**src/hdl/bounded_set_table_unit_macros.svh**
```systemverilog
// Assertion macros shared by the bounded set table RTL.
// Included by the top level; depends on nothing else.
`ifndef BOUNDED_SET_TABLE_UNIT_MACROS_SVH
`define BOUNDED_SET_TABLE_UNIT_MACROS_SVH

// The consequent must hold in the same cycle as the antecedent.
`define BST_ASSERT_SAME(label, clock, resetn, ante, cons, msg) \
    label: assert property (@(posedge clock) disable iff (!resetn) \
        (ante) |-> (cons)) else $error(msg);

// The consequent must hold in the cycle after the antecedent.
`define BST_ASSERT_NEXT(label, clock, resetn, ante, cons, msg) \
    label: assert property (@(posedge clock) disable iff (!resetn) \
        (ante) |=> (cons)) else $error(msg);

`endif

```
**src/hdl/bst_pkg.sv**
```systemverilog
// Package for the bounded set table: command codes, payload types and defaults.
// Used by the interfaces, the sequencer and the top level.
`default_nettype none

package bst_pkg;

    localparam int DEF_CAPACITY    = 16;
    localparam int DEF_ENTRY_WIDTH = 32;

    localparam int CMD_W   = 2;
    localparam int VALUE_W = 32;
    localparam int INDEX_W = 4;
    localparam int FILL_W  = 5;

    typedef logic [CMD_W-1:0]   cmd_t;
    typedef logic [VALUE_W-1:0] value_t;

    localparam cmd_t CMD_ADD    = 2'd0;
    localparam cmd_t CMD_REMOVE = 2'd1;
    localparam cmd_t CMD_LOOKUP = 2'd2;
    localparam cmd_t CMD_CLEAR  = 2'd3;

    // Result of one command as handed from the sequencer to the output stage.
    typedef struct packed {
        logic               ok;
        logic               found;
        logic [INDEX_W-1:0] match_slot;
        logic [FILL_W-1:0]  fill_count;
    } result_t;

endpackage

`default_nettype wire

```
**src/hdl/bst_cmd_if.sv**
```systemverilog
// Command channel of the bounded set table: valid/ready plus command and value.
// Depends on bst_pkg.
`default_nettype none

interface bst_cmd_if;
    import bst_pkg::*;

    logic   valid;
    logic   ready;
    cmd_t   command;
    value_t value;

    modport source (output valid, output command, output value, input ready);
    modport sink   (input valid, input command, input value, output ready);
endinterface

`default_nettype wire

```
**src/hdl/bst_res_if.sv**
```systemverilog
// Result channel of the bounded set table: valid/ready plus the result fields.
// Depends on bst_pkg.
`default_nettype none

interface bst_res_if;
    import bst_pkg::*;

    logic               valid;
    logic               ready;
    logic               ok;
    logic               found;
    logic [INDEX_W-1:0] match_slot;
    logic [FILL_W-1:0]  fill_count;

    modport source (output valid, output ok, output found, output match_slot,
                    output fill_count, input ready);
    modport sink   (input valid, input ok, input found, input match_slot,
                    input fill_count, output ready);
endinterface

`default_nettype wire

```
**src/hdl/bst_store.sv**
```systemverilog
// Entry store of the bounded set table: one write port, one registered read port.
// Standalone; no package contents needed.
`default_nettype none

module bst_store #(
    parameter int DEPTH = 16,
    parameter int WIDTH = 32,
    localparam int AW   = (DEPTH > 1) ? $clog2(DEPTH) : 1
) (
    input  wire logic             clk,
    input  wire logic             we,
    input  wire logic [AW-1:0]    waddr,
    input  wire logic [WIDTH-1:0] wdata,
    input  wire logic [AW-1:0]    raddr,
    output logic      [WIDTH-1:0] rdata
);

    logic [WIDTH-1:0] mem [DEPTH];

    always_ff @(posedge clk)
    begin
        if (we)
        begin
            mem[waddr] <= wdata;
        end
    end

    always_ff @(posedge clk)
    begin
        rdata <= mem[raddr];
    end

endmodule

`default_nettype wire

```
**src/hdl/bst_ctrl.sv**
```systemverilog
// Sequencer of the bounded set table: scans the store with one shared comparator,
// then appends, moves, clears or only reports. Depends on bst_pkg and drives bst_store.
`default_nettype none

module bst_ctrl #(
    parameter int CAPACITY    = bst_pkg::DEF_CAPACITY,
    parameter int ENTRY_WIDTH = bst_pkg::DEF_ENTRY_WIDTH,
    localparam int IW = (CAPACITY > 1) ? $clog2(CAPACITY) : 1,
    localparam int CW = $clog2(CAPACITY + 1)
) (
    input  wire logic                   clk,
    input  wire logic                   rst_n,
    input  wire logic                   cmd_valid,
    output logic                        cmd_ready,
    input  wire bst_pkg::cmd_t          cmd_command,
    input  wire bst_pkg::value_t        cmd_value,
    output logic                        mem_we,
    output logic      [IW-1:0]          mem_waddr,
    output logic      [ENTRY_WIDTH-1:0] mem_wdata,
    output logic      [IW-1:0]          mem_raddr,
    input  wire logic [ENTRY_WIDTH-1:0] mem_rdata,
    output logic                        done_valid,
    input  wire logic                   done_take,
    output bst_pkg::result_t            done_result
);
    import bst_pkg::*;

    localparam logic [2:0] S_IDLE = 3'd0;
    localparam logic [2:0] S_SCAN = 3'd1;
    localparam logic [2:0] S_ACT  = 3'd2;
    localparam logic [2:0] S_MOVE = 3'd3;
    localparam logic [2:0] S_DONE = 3'd4;

    logic [2:0]             state_reg,   state_next;
    cmd_t                   cmd_reg,     cmd_next;
    logic [ENTRY_WIDTH-1:0] value_reg,   value_next;
    logic [CW-1:0]          count_reg,   count_next;
    logic [IW-1:0]          addr_reg,    addr_next;
    logic [IW-1:0]          cmp_idx_reg, cmp_idx_next;
    logic                   pend_reg,    pend_next;
    logic                   hit_reg,     hit_next;
    logic [IW-1:0]          hit_idx_reg, hit_idx_next;
    logic                   ok_reg,      ok_next;

    logic [CW-1:0]                  count_m1;
    logic [IW-1:0]                  last_idx;
    logic [ENTRY_WIDTH+VALUE_W-1:0] value_wide;
    logic                           match;
    logic                           at_last;
    logic                           room;
    logic [IW+INDEX_W-1:0]          idx_wide;
    logic [CW+FILL_W-1:0]           count_wide;

    assign count_m1   = count_reg - CW'(1);
    assign last_idx   = count_m1[IW-1:0];
    assign value_wide = {{ENTRY_WIDTH{1'b0}}, cmd_value};
    // The shared comparator: the entry read in the previous cycle against the key.
    assign match      = pend_reg && (mem_rdata == value_reg);
    assign at_last    = pend_reg && (CW'(cmp_idx_reg) == count_m1);
    assign room       = count_reg < CW'(CAPACITY);
    assign idx_wide   = {{INDEX_W{1'b0}}, hit_idx_reg};
    assign count_wide = {{FILL_W{1'b0}}, count_reg};

    always_comb
    begin
        state_next   = state_reg;
        cmd_next     = cmd_reg;
        value_next   = value_reg;
        count_next   = count_reg;
        addr_next    = addr_reg;
        cmp_idx_next = cmp_idx_reg;
        pend_next    = pend_reg;
        hit_next     = hit_reg;
        hit_idx_next = hit_idx_reg;
        ok_next      = ok_reg;
        mem_we       = 1'b0;
        mem_waddr    = count_reg[IW-1:0];
        mem_wdata    = value_reg;
        mem_raddr    = addr_reg;

        case (state_reg)
            S_IDLE:
            begin
                if (cmd_valid)
                begin
                    cmd_next     = cmd_command;
                    value_next   = value_wide[ENTRY_WIDTH-1:0];
                    addr_next    = '0;
                    pend_next    = 1'b0;
                    hit_next     = 1'b0;
                    hit_idx_next = '0;
                    state_next   = (count_reg == '0) ? S_ACT : S_SCAN;
                end
            end
            S_SCAN:
            begin
                if (match)
                begin
                    hit_next     = 1'b1;
                    hit_idx_next = cmp_idx_reg;
                    pend_next    = 1'b0;
                    state_next   = S_ACT;
                end
                else if (at_last)
                begin
                    pend_next  = 1'b0;
                    state_next = S_ACT;
                end
                else
                begin
                    pend_next    = 1'b1;
                    cmp_idx_next = addr_reg;
                    addr_next    = addr_reg + IW'(1);
                end
            end
            S_ACT:
            begin
                state_next = S_DONE;
                case (cmd_reg)
                    CMD_ADD:
                    begin
                        ok_next = room;
                        if (room && !hit_reg)
                        begin
                            mem_we     = 1'b1;
                            count_next = count_reg + CW'(1);
                        end
                    end
                    CMD_REMOVE:
                    begin
                        ok_next = hit_reg;
                        if (hit_reg)
                        begin
                            mem_raddr  = last_idx;
                            state_next = S_MOVE;
                        end
                    end
                    CMD_LOOKUP:
                    begin
                        ok_next = hit_reg;
                    end
                    default:
                    begin
                        ok_next    = 1'b1;
                        count_next = '0;
                    end
                endcase
            end
            S_MOVE:
            begin
                // The last entry fills the hole left by the removed one.
                mem_we     = 1'b1;
                mem_waddr  = hit_idx_reg;
                mem_wdata  = mem_rdata;
                count_next = count_m1;
                state_next = S_DONE;
            end
            S_DONE:
            begin
                if (done_take)
                begin
                    state_next = S_IDLE;
                end
            end
            default:
            begin
                state_next = S_IDLE;
            end
        endcase
    end

    always_ff @(posedge clk or negedge rst_n)
    begin
        if (!rst_n)
        begin
            state_reg <= S_IDLE;
            count_reg <= '0;
            pend_reg  <= 1'b0;
        end
        else
        begin
            state_reg <= state_next;
            count_reg <= count_next;
            pend_reg  <= pend_next;
        end
    end

    always_ff @(posedge clk)
    begin
        cmd_reg     <= cmd_next;
        value_reg   <= value_next;
        addr_reg    <= addr_next;
        cmp_idx_reg <= cmp_idx_next;
        hit_reg     <= hit_next;
        hit_idx_reg <= hit_idx_next;
        ok_reg      <= ok_next;
    end

    assign cmd_ready              = (state_reg == S_IDLE);
    assign done_valid             = (state_reg == S_DONE);
    assign done_result.ok         = ok_reg;
    assign done_result.found      = hit_reg;
    assign done_result.match_slot = idx_wide[INDEX_W-1:0];
    assign done_result.fill_count = count_wide[FILL_W-1:0];

endmodule

`default_nettype wire

```
**src/hdl/bounded_set_table_unit.sv**
```systemverilog
// Bounded set table: the time from accepting an item to its result is set by the store
// scan over up to the N filled slots, N being the fill count, one entry compare per cycle
// through one read port; a remove that hits adds a move step. One item is worked on
// at a time; a new item is taken once the sequencer is back in idle after the last
// result moves to the output register. Reset empties the set (fill count zero) at once.
`default_nettype none

`include "bounded_set_table_unit_macros.svh"

module bounded_set_table_unit #(
    parameter int CAPACITY    = bst_pkg::DEF_CAPACITY,
    parameter int ENTRY_WIDTH = bst_pkg::DEF_ENTRY_WIDTH
) (
    input  wire logic clk,
    input  wire logic rst_n,
    bst_cmd_if.sink   cmd,
    bst_res_if.source res
);
    import bst_pkg::*;

    localparam int IW = (CAPACITY > 1) ? $clog2(CAPACITY) : 1;

    // Store access from the sequencer. An entry not yet written never takes part in a
    // compare, because the scan only compares slots below the fill count.
    logic                   mem_we;
    logic [IW-1:0]          mem_waddr;
    logic [ENTRY_WIDTH-1:0] mem_wdata;
    logic [IW-1:0]          mem_raddr;
    logic [ENTRY_WIDTH-1:0] mem_rdata;

    // Finished result handed to the output register.
    logic    done_valid;
    logic    done_take;
    result_t done_result;

    logic    out_valid_reg;
    result_t out_res_reg;

    bst_store #(
        .DEPTH (CAPACITY),
        .WIDTH (ENTRY_WIDTH)
    ) u_store (
        .clk   (clk),
        .we    (mem_we),
        .waddr (mem_waddr),
        .wdata (mem_wdata),
        .raddr (mem_raddr),
        .rdata (mem_rdata)
    );

    bst_ctrl #(
        .CAPACITY    (CAPACITY),
        .ENTRY_WIDTH (ENTRY_WIDTH)
    ) u_ctrl (
        .clk         (clk),
        .rst_n       (rst_n),
        .cmd_valid   (cmd.valid),
        .cmd_ready   (cmd.ready),
        .cmd_command (cmd.command),
        .cmd_value   (cmd.value),
        .mem_we      (mem_we),
        .mem_waddr   (mem_waddr),
        .mem_wdata   (mem_wdata),
        .mem_raddr   (mem_raddr),
        .mem_rdata   (mem_rdata),
        .done_valid  (done_valid),
        .done_take   (done_take),
        .done_result (done_result)
    );

    // The output register takes a finished result whenever it is empty or its
    // current item is being taken in the same cycle, so the sequencer can return
    // to idle while the consumer stalls.
    assign done_take = done_valid && (!out_valid_reg || res.ready);

    always_ff @(posedge clk or negedge rst_n)
    begin
        if (!rst_n)
        begin
            out_valid_reg <= 1'b0;
        end
        else if (done_take)
        begin
            out_valid_reg <= 1'b1;
        end
        else if (res.ready)
        begin
            out_valid_reg <= 1'b0;
        end
    end

    always_ff @(posedge clk)
    begin
        if (done_take)
        begin
            out_res_reg <= done_result;
        end
    end

    assign res.valid      = out_valid_reg;
    assign res.ok         = out_res_reg.ok;
    assign res.found      = out_res_reg.found;
    assign res.match_slot = out_res_reg.match_slot;
    assign res.fill_count = out_res_reg.fill_count;

    // An accepted item keeps the sequencer busy for at least the next cycle.
    `BST_ASSERT_NEXT(a_busy_after_accept, clk, rst_n, cmd.valid && cmd.ready, !cmd.ready,
                     "command accepted twice in a row")
    // A miss always reports slot zero.
    `BST_ASSERT_SAME(a_miss_index_zero, clk, rst_n, res.valid && !res.found,
                     res.match_slot == '0, "miss with nonzero index")
    // A result handed over shows up on the result channel in the next cycle.
    `BST_ASSERT_NEXT(a_take_shows_result, clk, rst_n, done_take, res.valid,
                     "taken result not presented")

endmodule

`default_nettype wire
```
**src/flat_wrapper.sv**
```systemverilog
// flat-port wrapper written by rule: the top's interface ports become plain ports
module bounded_set_table_unit_flat import bst_pkg::*;
#(
    parameter int CAPACITY    = bst_pkg::DEF_CAPACITY,
    parameter int ENTRY_WIDTH = bst_pkg::DEF_ENTRY_WIDTH
)
  (clk, rst_n, cmd_valid, cmd_command, cmd_value, cmd_ready, res_valid, res_ok, res_found, res_match_slot, res_fill_count, res_ready);
  bst_cmd_if cmd_i ();
  bst_res_if res_i ();
  input  wire logic clk;
  input  wire logic rst_n;
  input wire logic [$bits(cmd_i.valid)-1:0] cmd_valid;
  input wire logic [$bits(cmd_i.command)-1:0] cmd_command;
  input wire logic [$bits(cmd_i.value)-1:0] cmd_value;
  output wire logic [$bits(cmd_i.ready)-1:0] cmd_ready;
  output wire logic [$bits(res_i.valid)-1:0] res_valid;
  output wire logic [$bits(res_i.ok)-1:0] res_ok;
  output wire logic [$bits(res_i.found)-1:0] res_found;
  output wire logic [$bits(res_i.match_slot)-1:0] res_match_slot;
  output wire logic [$bits(res_i.fill_count)-1:0] res_fill_count;
  input wire logic [$bits(res_i.ready)-1:0] res_ready;
  assign cmd_i.valid = cmd_valid;
  assign cmd_i.command = cmd_command;
  assign cmd_i.value = cmd_value;
  assign cmd_ready = cmd_i.ready;
  assign res_valid = res_i.valid;
  assign res_ok = res_i.ok;
  assign res_found = res_i.found;
  assign res_match_slot = res_i.match_slot;
  assign res_fill_count = res_i.fill_count;
  assign res_i.ready = res_ready;
  bounded_set_table_unit #(.CAPACITY(CAPACITY), .ENTRY_WIDTH(ENTRY_WIDTH)) u_core (.clk(clk), .rst_n(rst_n), .cmd(cmd_i), .res(res_i));
endmodule
```
**config.mk**
```make
export PLATFORM = sky130hd
export DESIGN_NAME = bounded_set_table_unit_flat
export DESIGN_NICKNAME = d
export VERILOG_FILES = /design/src/hdl/bst_pkg.sv /design/src/hdl/bst_cmd_if.sv /design/src/hdl/bst_res_if.sv /design/src/hdl/bst_store.sv /design/src/hdl/bst_ctrl.sv /design/src/hdl/bounded_set_table_unit.sv /design/src/flat_wrapper.sv
export VERILOG_INCLUDE_DIRS = /design/src /design/src/hdl
export SDC_FILE = /design/constraint.sdc
export NUM_CORES = 1
export LEC_CHECK = 0
export ABC_CLOCK_PERIOD_IN_PS = 3170
export BUFFER_PORTS_ARGS = -buffer_cell sky130_fd_sc_hd__clkbuf_2
export CAP_MARGIN = 20
export CORE_MARGIN = 2
export CORE_UTILIZATION = 56
export CTS_CLUSTER_DIAMETER = 60
export DETAILED_ROUTE_END_ITERATION = 12
export PLACE_DENSITY = 0.75
export SETUP_SLACK_MARGIN = 0.02
export SLEW_MARGIN = 30
export SYNTH_ARGS = -nofsm -noshare
export SYNTH_HDL_FRONTEND = slang
export SYNTH_SLANG_ARGS = --single-unit
```
**constraint.sdc**
```tcl
create_clock -name clk -period 3.17 [get_ports clk]
set_input_delay 0.317 -clock clk [delete_from_list [all_inputs] [get_ports clk]]
set_output_delay 0.317 -clock clk [all_outputs]
set_load 0.01 [all_outputs]
```
==> results.txt, run 1 <==
initial antenna violation count = 1
H-tree Lvls = 2
CP max FO = 21
Switching Fraction = 0.327
sequential element share of the synthesized area = 0.733
final WL = 60.9 mm
cell internal pwr = 17100 uW
Sink Count = 613
Top FF cell, synth = edfxtp_1
gpl congestion = 0.869
Layout area overhead = 17.1%
Tightest Pin Transition = 879 ps
Avg WL per Cell = 25.7 um
crit-path cells = or3b_1 > or3_1 > nand2_8 > buf_12 > buf_4 > mux2i_1 > o22ai_1 > or4_1
synthesized instance count = 1568
Hold/Removal Path Class = in -> reg
final-report max-slew violation count = 0
ANT cells = 0
period utilisation layout = 0.948
final hold vios = 0
layout cell share with drive strength beyond 1 = 0.173
Max Clock Skew = 27.6 ps
Syn Nets = 1613
EDFF count, synth = 571
Port Buffers = 50
CP arrival = 3510 ps
Hold EP = u_core.u_ctrl.pend_reg$_DFFE_PN0P_
reg2reg end = u_core.u_store.rdata[30]$_DFF_P_
Post-Syn Area = 0.0246 sq mm
NetSw = 8320 uW
RSZ-0062 raised after global routing = false
post-layout minimum cycle time = 3010 ps
synth top area cells = edfxtp_1, mux2i_1, dfxtp_1
pre-CTS setup slack = 277 ps
Core Area = 0.0432 sq mm
via count = 14700
CTS Buf Count = 60
vias in the first global route = 14700
CP Class = reg -> reg
Simple-Gate Fraction of Synth Area = 0.0583
Antenna Nets Post-Route = 0
multiplexer area fraction after synthesis = 0.105
Setup WS post-layout = 165 ps
clock power share = 0.269
CP max-delay cell = or4_1
flops & latches, synth = 613
min-delay src = cmd_valid
FF-to-FF Start = u_core.u_ctrl.state_reg[1]$_DFFE_PN0P_
max_cap viols = 0
# nets final = 1780
die area = 0.0456 sq mm
Avg Cell Area, Syn = 15.7 sq um
CTS max path bufs = 3
Netlist cell types = 63
Slew Limit Headroom = 0.412
Post-Synth XOR/XNOR Area = 0.0135
VDD IR max = 555 uV
Ys Warns = 0
Yosys top cell area share = 0.697
setup TNS = 0 ps
clock slew at reported path FFs = 60 ps
initial DRC count = 1715
Seq pwr share = 0.427
hold_ws = 73.3 ps
max FFs per register = 512
pin count of the biggest net entering global routing = 41
power share of the combinational group = 0.304
first-pass GRT wire length = 89.5 mm
pwr dens = 883 mW/mm^2
largest area contributor in the netlist = edfxtp_1
Worst-Skew Late Latency = 640 ps
initial core utilization = 0.570
list of most frequent post-synthesis cells = edfxtp_1, mux2i_1, nand2_1, o22ai_1, nor2_1
DP HPWL = 35.3 mm
CTS Hold Buffers Added = 36
Synth Area in Compound Gates = 0.0633
grt ovf = 0
startpoint types = flop
adder-cell share of the synthesized area = 0.00356
number of cell rows = 76
root buf cell = clkbuf_16
Die H = 214 um
Async S/R FF share, synth = 0.0163
leakage = 0.0102 uW
post-cts resize count = 0
Die Width = 214 um
WHS Path Cells = 4
final setup fails = 0
TritonRoute pass-1 iters = 5
worst stage delay on the critical path = 540 ps
Worst setup EP type = flop
Total GRT Usage = 0.270
Worst R2R Setup Slack = 160 ps
outcome = complete, no violations
Fmax achieved = 333 MHz
final std cells w/o fill = 2370
CTS tree = built
postcts setup bufs = 0
most common cell in the netlist = edfxtp_1
largest family of logic cells by synthesized area = multiplexers
placed insts = 2222
Worst Reg-to-Reg Cells = 8
Required @ worst endpoint = 3680 ps
# DRC = 0
# IOs = 51
Vias/cell = 6.22
## cells in the final DEF, fill, tap and decap left out, drive strengths merged, types with 4 or more instances in the layout
| cell | Yosys | routed |
|---|---|---|
| dfrtp | 10 | 10 |
| nor3 | 11 | 11 |
| mux2 | 31 | 31 |
| a2111oi | 32 | 32 |
| o21ai | 13 | 13 |
| nand2b | 6 | 6 |
| xnor2 | 5 | 5 |
| o22ai | 95 | 95 |
| inv | 47 | 49 |
| o221ai | 31 | 31 |
| clkinv | 2 | 16 |
| xor2 | 33 | 33 |
| and3 | 8 | 8 |
| nand2 | 139 | 139 |
| edfxtp | 571 | 571 |
| dlygate4sd3 | 0 | 36 |
| a31oi | 10 | 10 |
| nor2 | 69 | 69 |
| a21oi | 11 | 11 |
| clkbuf | 51 | 143 |
| and2 | 4 | 4 |
| buf | 33 | 103 |
| ha | 7 | 7 |
| mux2i | 223 | 223 |
| or4 | 34 | 34 |
| dfxtp | 32 | 32 |
| nor4 | 8 | 8 |
| nand3 | 14 | 14 |
## worst max-delay path by stage
stage | from | slack, ps | endpoint
after floorplan | u_core.u_ctrl.state_reg[2]$_DFFE_PN0P_ | -180 | u_core.u_store.mem[1][0]$_DFFE_PP_
after global placement | u_core.u_ctrl.state_reg[1]$_DFFE_PN0P_ | 330 | u_core.u_store.rdata[16]$_DFF_P_
after detailed placement | u_core.u_ctrl.state_reg[1]$_DFFE_PN0P_ | 280 | u_core.u_store.rdata[20]$_DFF_P_
after CTS | u_core.u_ctrl.state_reg[1]$_DFFE_PN0P_ | 190 | u_core.u_store.rdata[30]$_DFF_P_
after global routing | u_core.u_ctrl.state_reg[1]$_DFFE_PN0P_ | 120 | u_core.u_store.rdata[13]$_DFF_P_
final | u_core.u_ctrl.state_reg[1]$_DFFE_PN0P_ | 160 | u_core.u_store.rdata[30]$_DFF_P_
## logic make-up after synthesis
group,after synthesis
compound gates,217
simple gates,306
fa+ha+maj,7
xor+xnor,38
buf+inv,133
mux,254
flops,613
## routing by layer
layer	global-route usage	up-vias	share of wire
li1	-	6462	-
met3	0.0510	144	0.088
met2	0.438	784	0.48
met4	0.104	0	0.035
met1	0.365	7359	0.40
met5	0	-	0
## metrics by stage
stage | area (sq um) | utilization | total power [uW]
after floorplan | 24600 | - | 15600
after global placement | 26500 | 0.614 | 18300
after detailed placement | 26500 | 0.614 | 18500
after CTS | 28800 | 0.667 | 25400
after global routing | 28800 | 0.667 | 26300
final | 28800 | 0.667 | 25400
## worst max-delay path, delay by kind of cell (launching register included)
kind                   cells  cell delay (ps)
AO/OA/AOI/OAI              1              120
AND/OR/NAND/NOR            4             1600
buffers and inverters      2              420
flip-flops                 1              470
multiplexers               1              250
## power by group through the flow
stage               Sequential, uW  Clock, uW  Combinational (uW)
floorplan                    10800          0                4830
detailed placement           11000          0                7540
global route                 10900       7240                8190
CTS                          10800       6920                7630
global placement             11000          0                7300
finish                       10900       6850                7730
## layout make-up
class / instances / area, sq um
timing repair buffer: 189 / 1690
multi-input combinational: 822 / 6240
tap: 585 / 732
sequential: 613 / 18000
clock inverter: 19 / 164
fill: 2926 / 14400
inverter: 49 / 185
clock buffer: 93 / 1750
(Power assumes the default switching activity.)
==> run 2: changes to the inputs <==
Settings changed: PLACE_DENSITY 0.75 to 0.8, SYNTH_HIERARCHICAL from default to 1.
==> run 2 against run 1 <==
Wire length decreased by 15%. Fmax rose by 0.90%. Sequential share of layout area rose by 3.6 points. Sequential power barely moved. Worst hold slack better by 36 ps. Critical path type unchanged. Highest routed layer unchanged.
==> results.txt, run 2 <==
via count = 11700 (-21%)
first-pass GRT wire length = 76.6 mm (-14%)
pin count of the biggest net entering global routing = 59 (+44%)
RSZ-0062 raised after global routing = true
max_cap viols = 0 (unchanged)
most common cell in the netlist = edfxtp_1
Syn Nets = 1148 (-29%)
max FFs per register = 512 (unchanged)
commonest non-fill, non-tap cell in the layout = edfxtp_1
H-tree Lvls = 2 (unchanged)
startpoint types = flop
hold_ws = 109 ps (+35.7 ps)
initial core utilization = 0.571 (+0.000890)
TritonRoute pass-1 iters = 5 (unchanged)
initial antenna violation count = 0 (-1)
crit-path leading delay family = simple AND/OR/NAND/NOR gates
list of most frequent post-synthesis cells = edfxtp_1, mux4_2, a22oi_1, nand2_1, mux2_2
VDD IR max = 608 uV (+9.5%)
CTS Buf Count = 59 (-1.7%)
# DRC = 0 (unchanged)
synth top area cells = edfxtp_1, mux4_2, dfxtp_1
Yosys top cell area share = 0.733 (+0.0355)
CTS max path bufs = 3 (unchanged)
initial DRC count = 1206 (-30%)
DP HPWL = 28.1 mm (-20%)
dpl cell area = 0.0249 sq mm (-6.3%)
final WL = 51.8 mm (-15%)
CP max-delay cell = mux4_2
fin area = 0.0272 sq mm (-5.4%)
pre-CTS setup slack = 285 ps (+8.47 ps)
CP arrival = 3460 ps (-50 ps)
Top FF cell, synth = edfxtp_1
Hold/Removal Path Class = in -> reg
layout cell share with drive strength beyond 1 = 0.306 (+0.132)
Post-Syn Area = 0.0234 sq mm (-4.8%)
Sink Count = 613 (unchanged)
flops & latches, synth = 613 (unchanged)
post-layout minimum cycle time = 2980 ps (-26.7 ps)
number of cell rows = 74 (-2.6%)
Ys Warns = 6 (+6)
Worst setup EP type = flop
leakage = 0.00896 uW (-12%)
synthesized instance count = 1103 (-30%)
CP Class = reg -> reg
Layout area overhead = 16.3%
most used cell, CP = buf_12
Bufs and invs on worst path = 2 (unchanged)
# IOs = 51 (unchanged)
Die H = 208 um (-2.4%)
gpl congestion = 0.828 (-4.8%)
period utilisation layout = 0.940 (-0.00842)
Tightest Pin Transition = 659 ps (-220 ps)
largest area contributor in the netlist = edfxtp_1
Total GRT Usage = 0.244 (-0.0256)
Port Buffers = 50 (unchanged)
Slew Limit Headroom = 0.557 (+0.145)
die area = 0.0435 sq mm (-4.8%)
Core Area = 0.0410 sq mm (-5.0%)
outcome = complete, no violations
CTS tree = built
Fmax achieved = 336 MHz (+0.90%)
Avg Cell Area, Syn = 21.2 sq um (+35%)
# nets final = 1291 (-27%)
EDFF count, synth = 571 (unchanged)
Async S/R FF share, synth = 0.0163 (unchanged)
Max Clock Skew = 19.6 ps (-8.00 ps)
vias in the first global route = 12100 (-18%)
Setup WS post-layout = 192 ps (+26.7 ps)
Antenna Nets Post-Route = 0 (unchanged)
CP max FO = 26 (+24%)
Netlist cell types = 50 (-21%)
Worst-Skew Late Latency = 610 ps (-30 ps)
Die Width = 208 um (-2.4%)
sequential element share of the synthesized area = 0.771 (+0.0373)
pwr dens = 898 mW/mm^2 (+1.7%)
commonest cells after routing, fill and taps aside = edfxtp_1, mux4_2, a22oi_1, clkbuf_16, clkbuf_2
root buf cell = clkbuf_16
worst stage delay on the critical path = 560 ps (+20 ps)
Vias/cell = 6.38 (+2.5%)
clock slew at reported path FFs = 60 ps (about the same)
Required @ worst endpoint = 3650 ps (-30 ps)
final hold vios = 0 (unchanged)
Core Util, Final = 0.664 (-0.00318)
Avg WL per Cell = 28.3 um (+10%)
final setup fails = 0 (unchanged)
post-cts resize count = 0 (unchanged)
grt ovf = 0 (unchanged)
crit-path cells = nand2b_2 > nor3_2 > nor2_1 > a21oi_4 > buf_12 > buf_12 > mux4_2 > a22oi_1 > nand2_1
final-report max-slew violation count = 0 (unchanged)
ANT cells = 0 (unchanged)
run 2: cell count changes after synthesis, sizes merged, moves of 9 or more:
cell | before | now
mux2i | 223 | 1
mux4 | 0 | 128
nand2 | 139 | 39
o22ai | 95 | 3
a22oi | 0 | 65
inv | 47 | 8
nor2 | 69 | 31
or4 | 34 | 0
a2111oi | 32 | 0
o221ai | 31 | 0
clkbuf | 51 | 21
nand3 | 14 | 3
a31oi | 10 | 0
o21ai | 13 | 4
run 2: path summary, 6_finish.rpt:
check	startpoint	to	slack, ps	depth (start not counted)
max in group asynchronous	rst_n	u_core/u_ctrl/state_reg[2]$_DFFE_PN0P_	2810	2
hold / removal	cmd_valid	u_core/u_ctrl/pend_reg$_DFFE_PN0P_	110	4
setup reg to reg	u_core/u_ctrl/state_reg[2]$_DFFE_PN0P_	u_core/u_store/rdata[22]$_DFF_P_	190	9
setup / recovery	u_core/u_ctrl/state_reg[2]$_DFFE_PN0P_	u_core/u_store/rdata[22]$_DFF_P_	190	9
min in group asynchronous	rst_n	u_core/u_ctrl/count_reg[0]$_DFFE_PN0P_	130	2
hold reg to reg	u_core/u_ctrl/ok_reg$_DFFE_PP_	u_core/res.ok$_DFFE_PP_	420	0
run 2: logic make-up after synthesis:
group | synth area share
DFF | 0.771
adders and majority gates | 0.00374
AOI/OAI and AO/OA | 0.0285
and+or+nand+nor | 0.0262
xor gates and xnor gates | 0.0157
buffers and inverters | 0.0134
muxes | 0.142
run 2: metrics by stage:
step                power, uW  setup TNS [ps]  instances
floorplan               15200          -60490       1103
global placement        17000               0       1679
detailed placement      17300               0       1681
CTS                     24600               0       1828
global route            25400               0       1828
finish                  24500               0       1828
run 2: report_power, final:
part | switching, uW | internal (uW) | leakage (uW)
clock network | 2930 | 4290 | 0.000999
registers | 481 | 10200 | 0.00555
logic | 3730 | 2860 | 0.00241
run 2: worst reg2reg max path, cell delays in order, from the launching register on:
cell	delay, ps
dfrtp_1	430
nand2b_2	250
nor3_2	380
nor2_1	130
a21oi_4	210
buf_12	260
buf_12	280
mux4_2	580
a22oi_1	260
nand2_1	90
run 2: final cells by class:
| cell class | count | area, sq um |
|---|---|---|
| Sequential cell | 613 | 18000 |
| Fill cell | 2478 | 13800 |
| Multi-Input combinational cell | 426 | 5240 |
| Clock buffer | 72 | 1590 |
| Timing Repair Buffer | 138 | 1240 |
| Tap cell | 532 | 666 |
| Clock inverter | 39 | 429 |
| Inverter | 8 | 30.0 |
run 2: routing by layer:
layer  vias up  track usage  wire (um)
met4         0       0.0958       1750
li1       4842            -          -
met3       112       0.0500       5100
met5         -            0          0
met2       664        0.391      25400
met1      6044        0.334      19500
run 2: repair_timing:
item | in CTS | in global routing
setup endpoints to repair | 0 | 1
setup buffers | 0 | 0
hold buffers | 36 | 0
endpoints found under the hold margin | 45 | 0
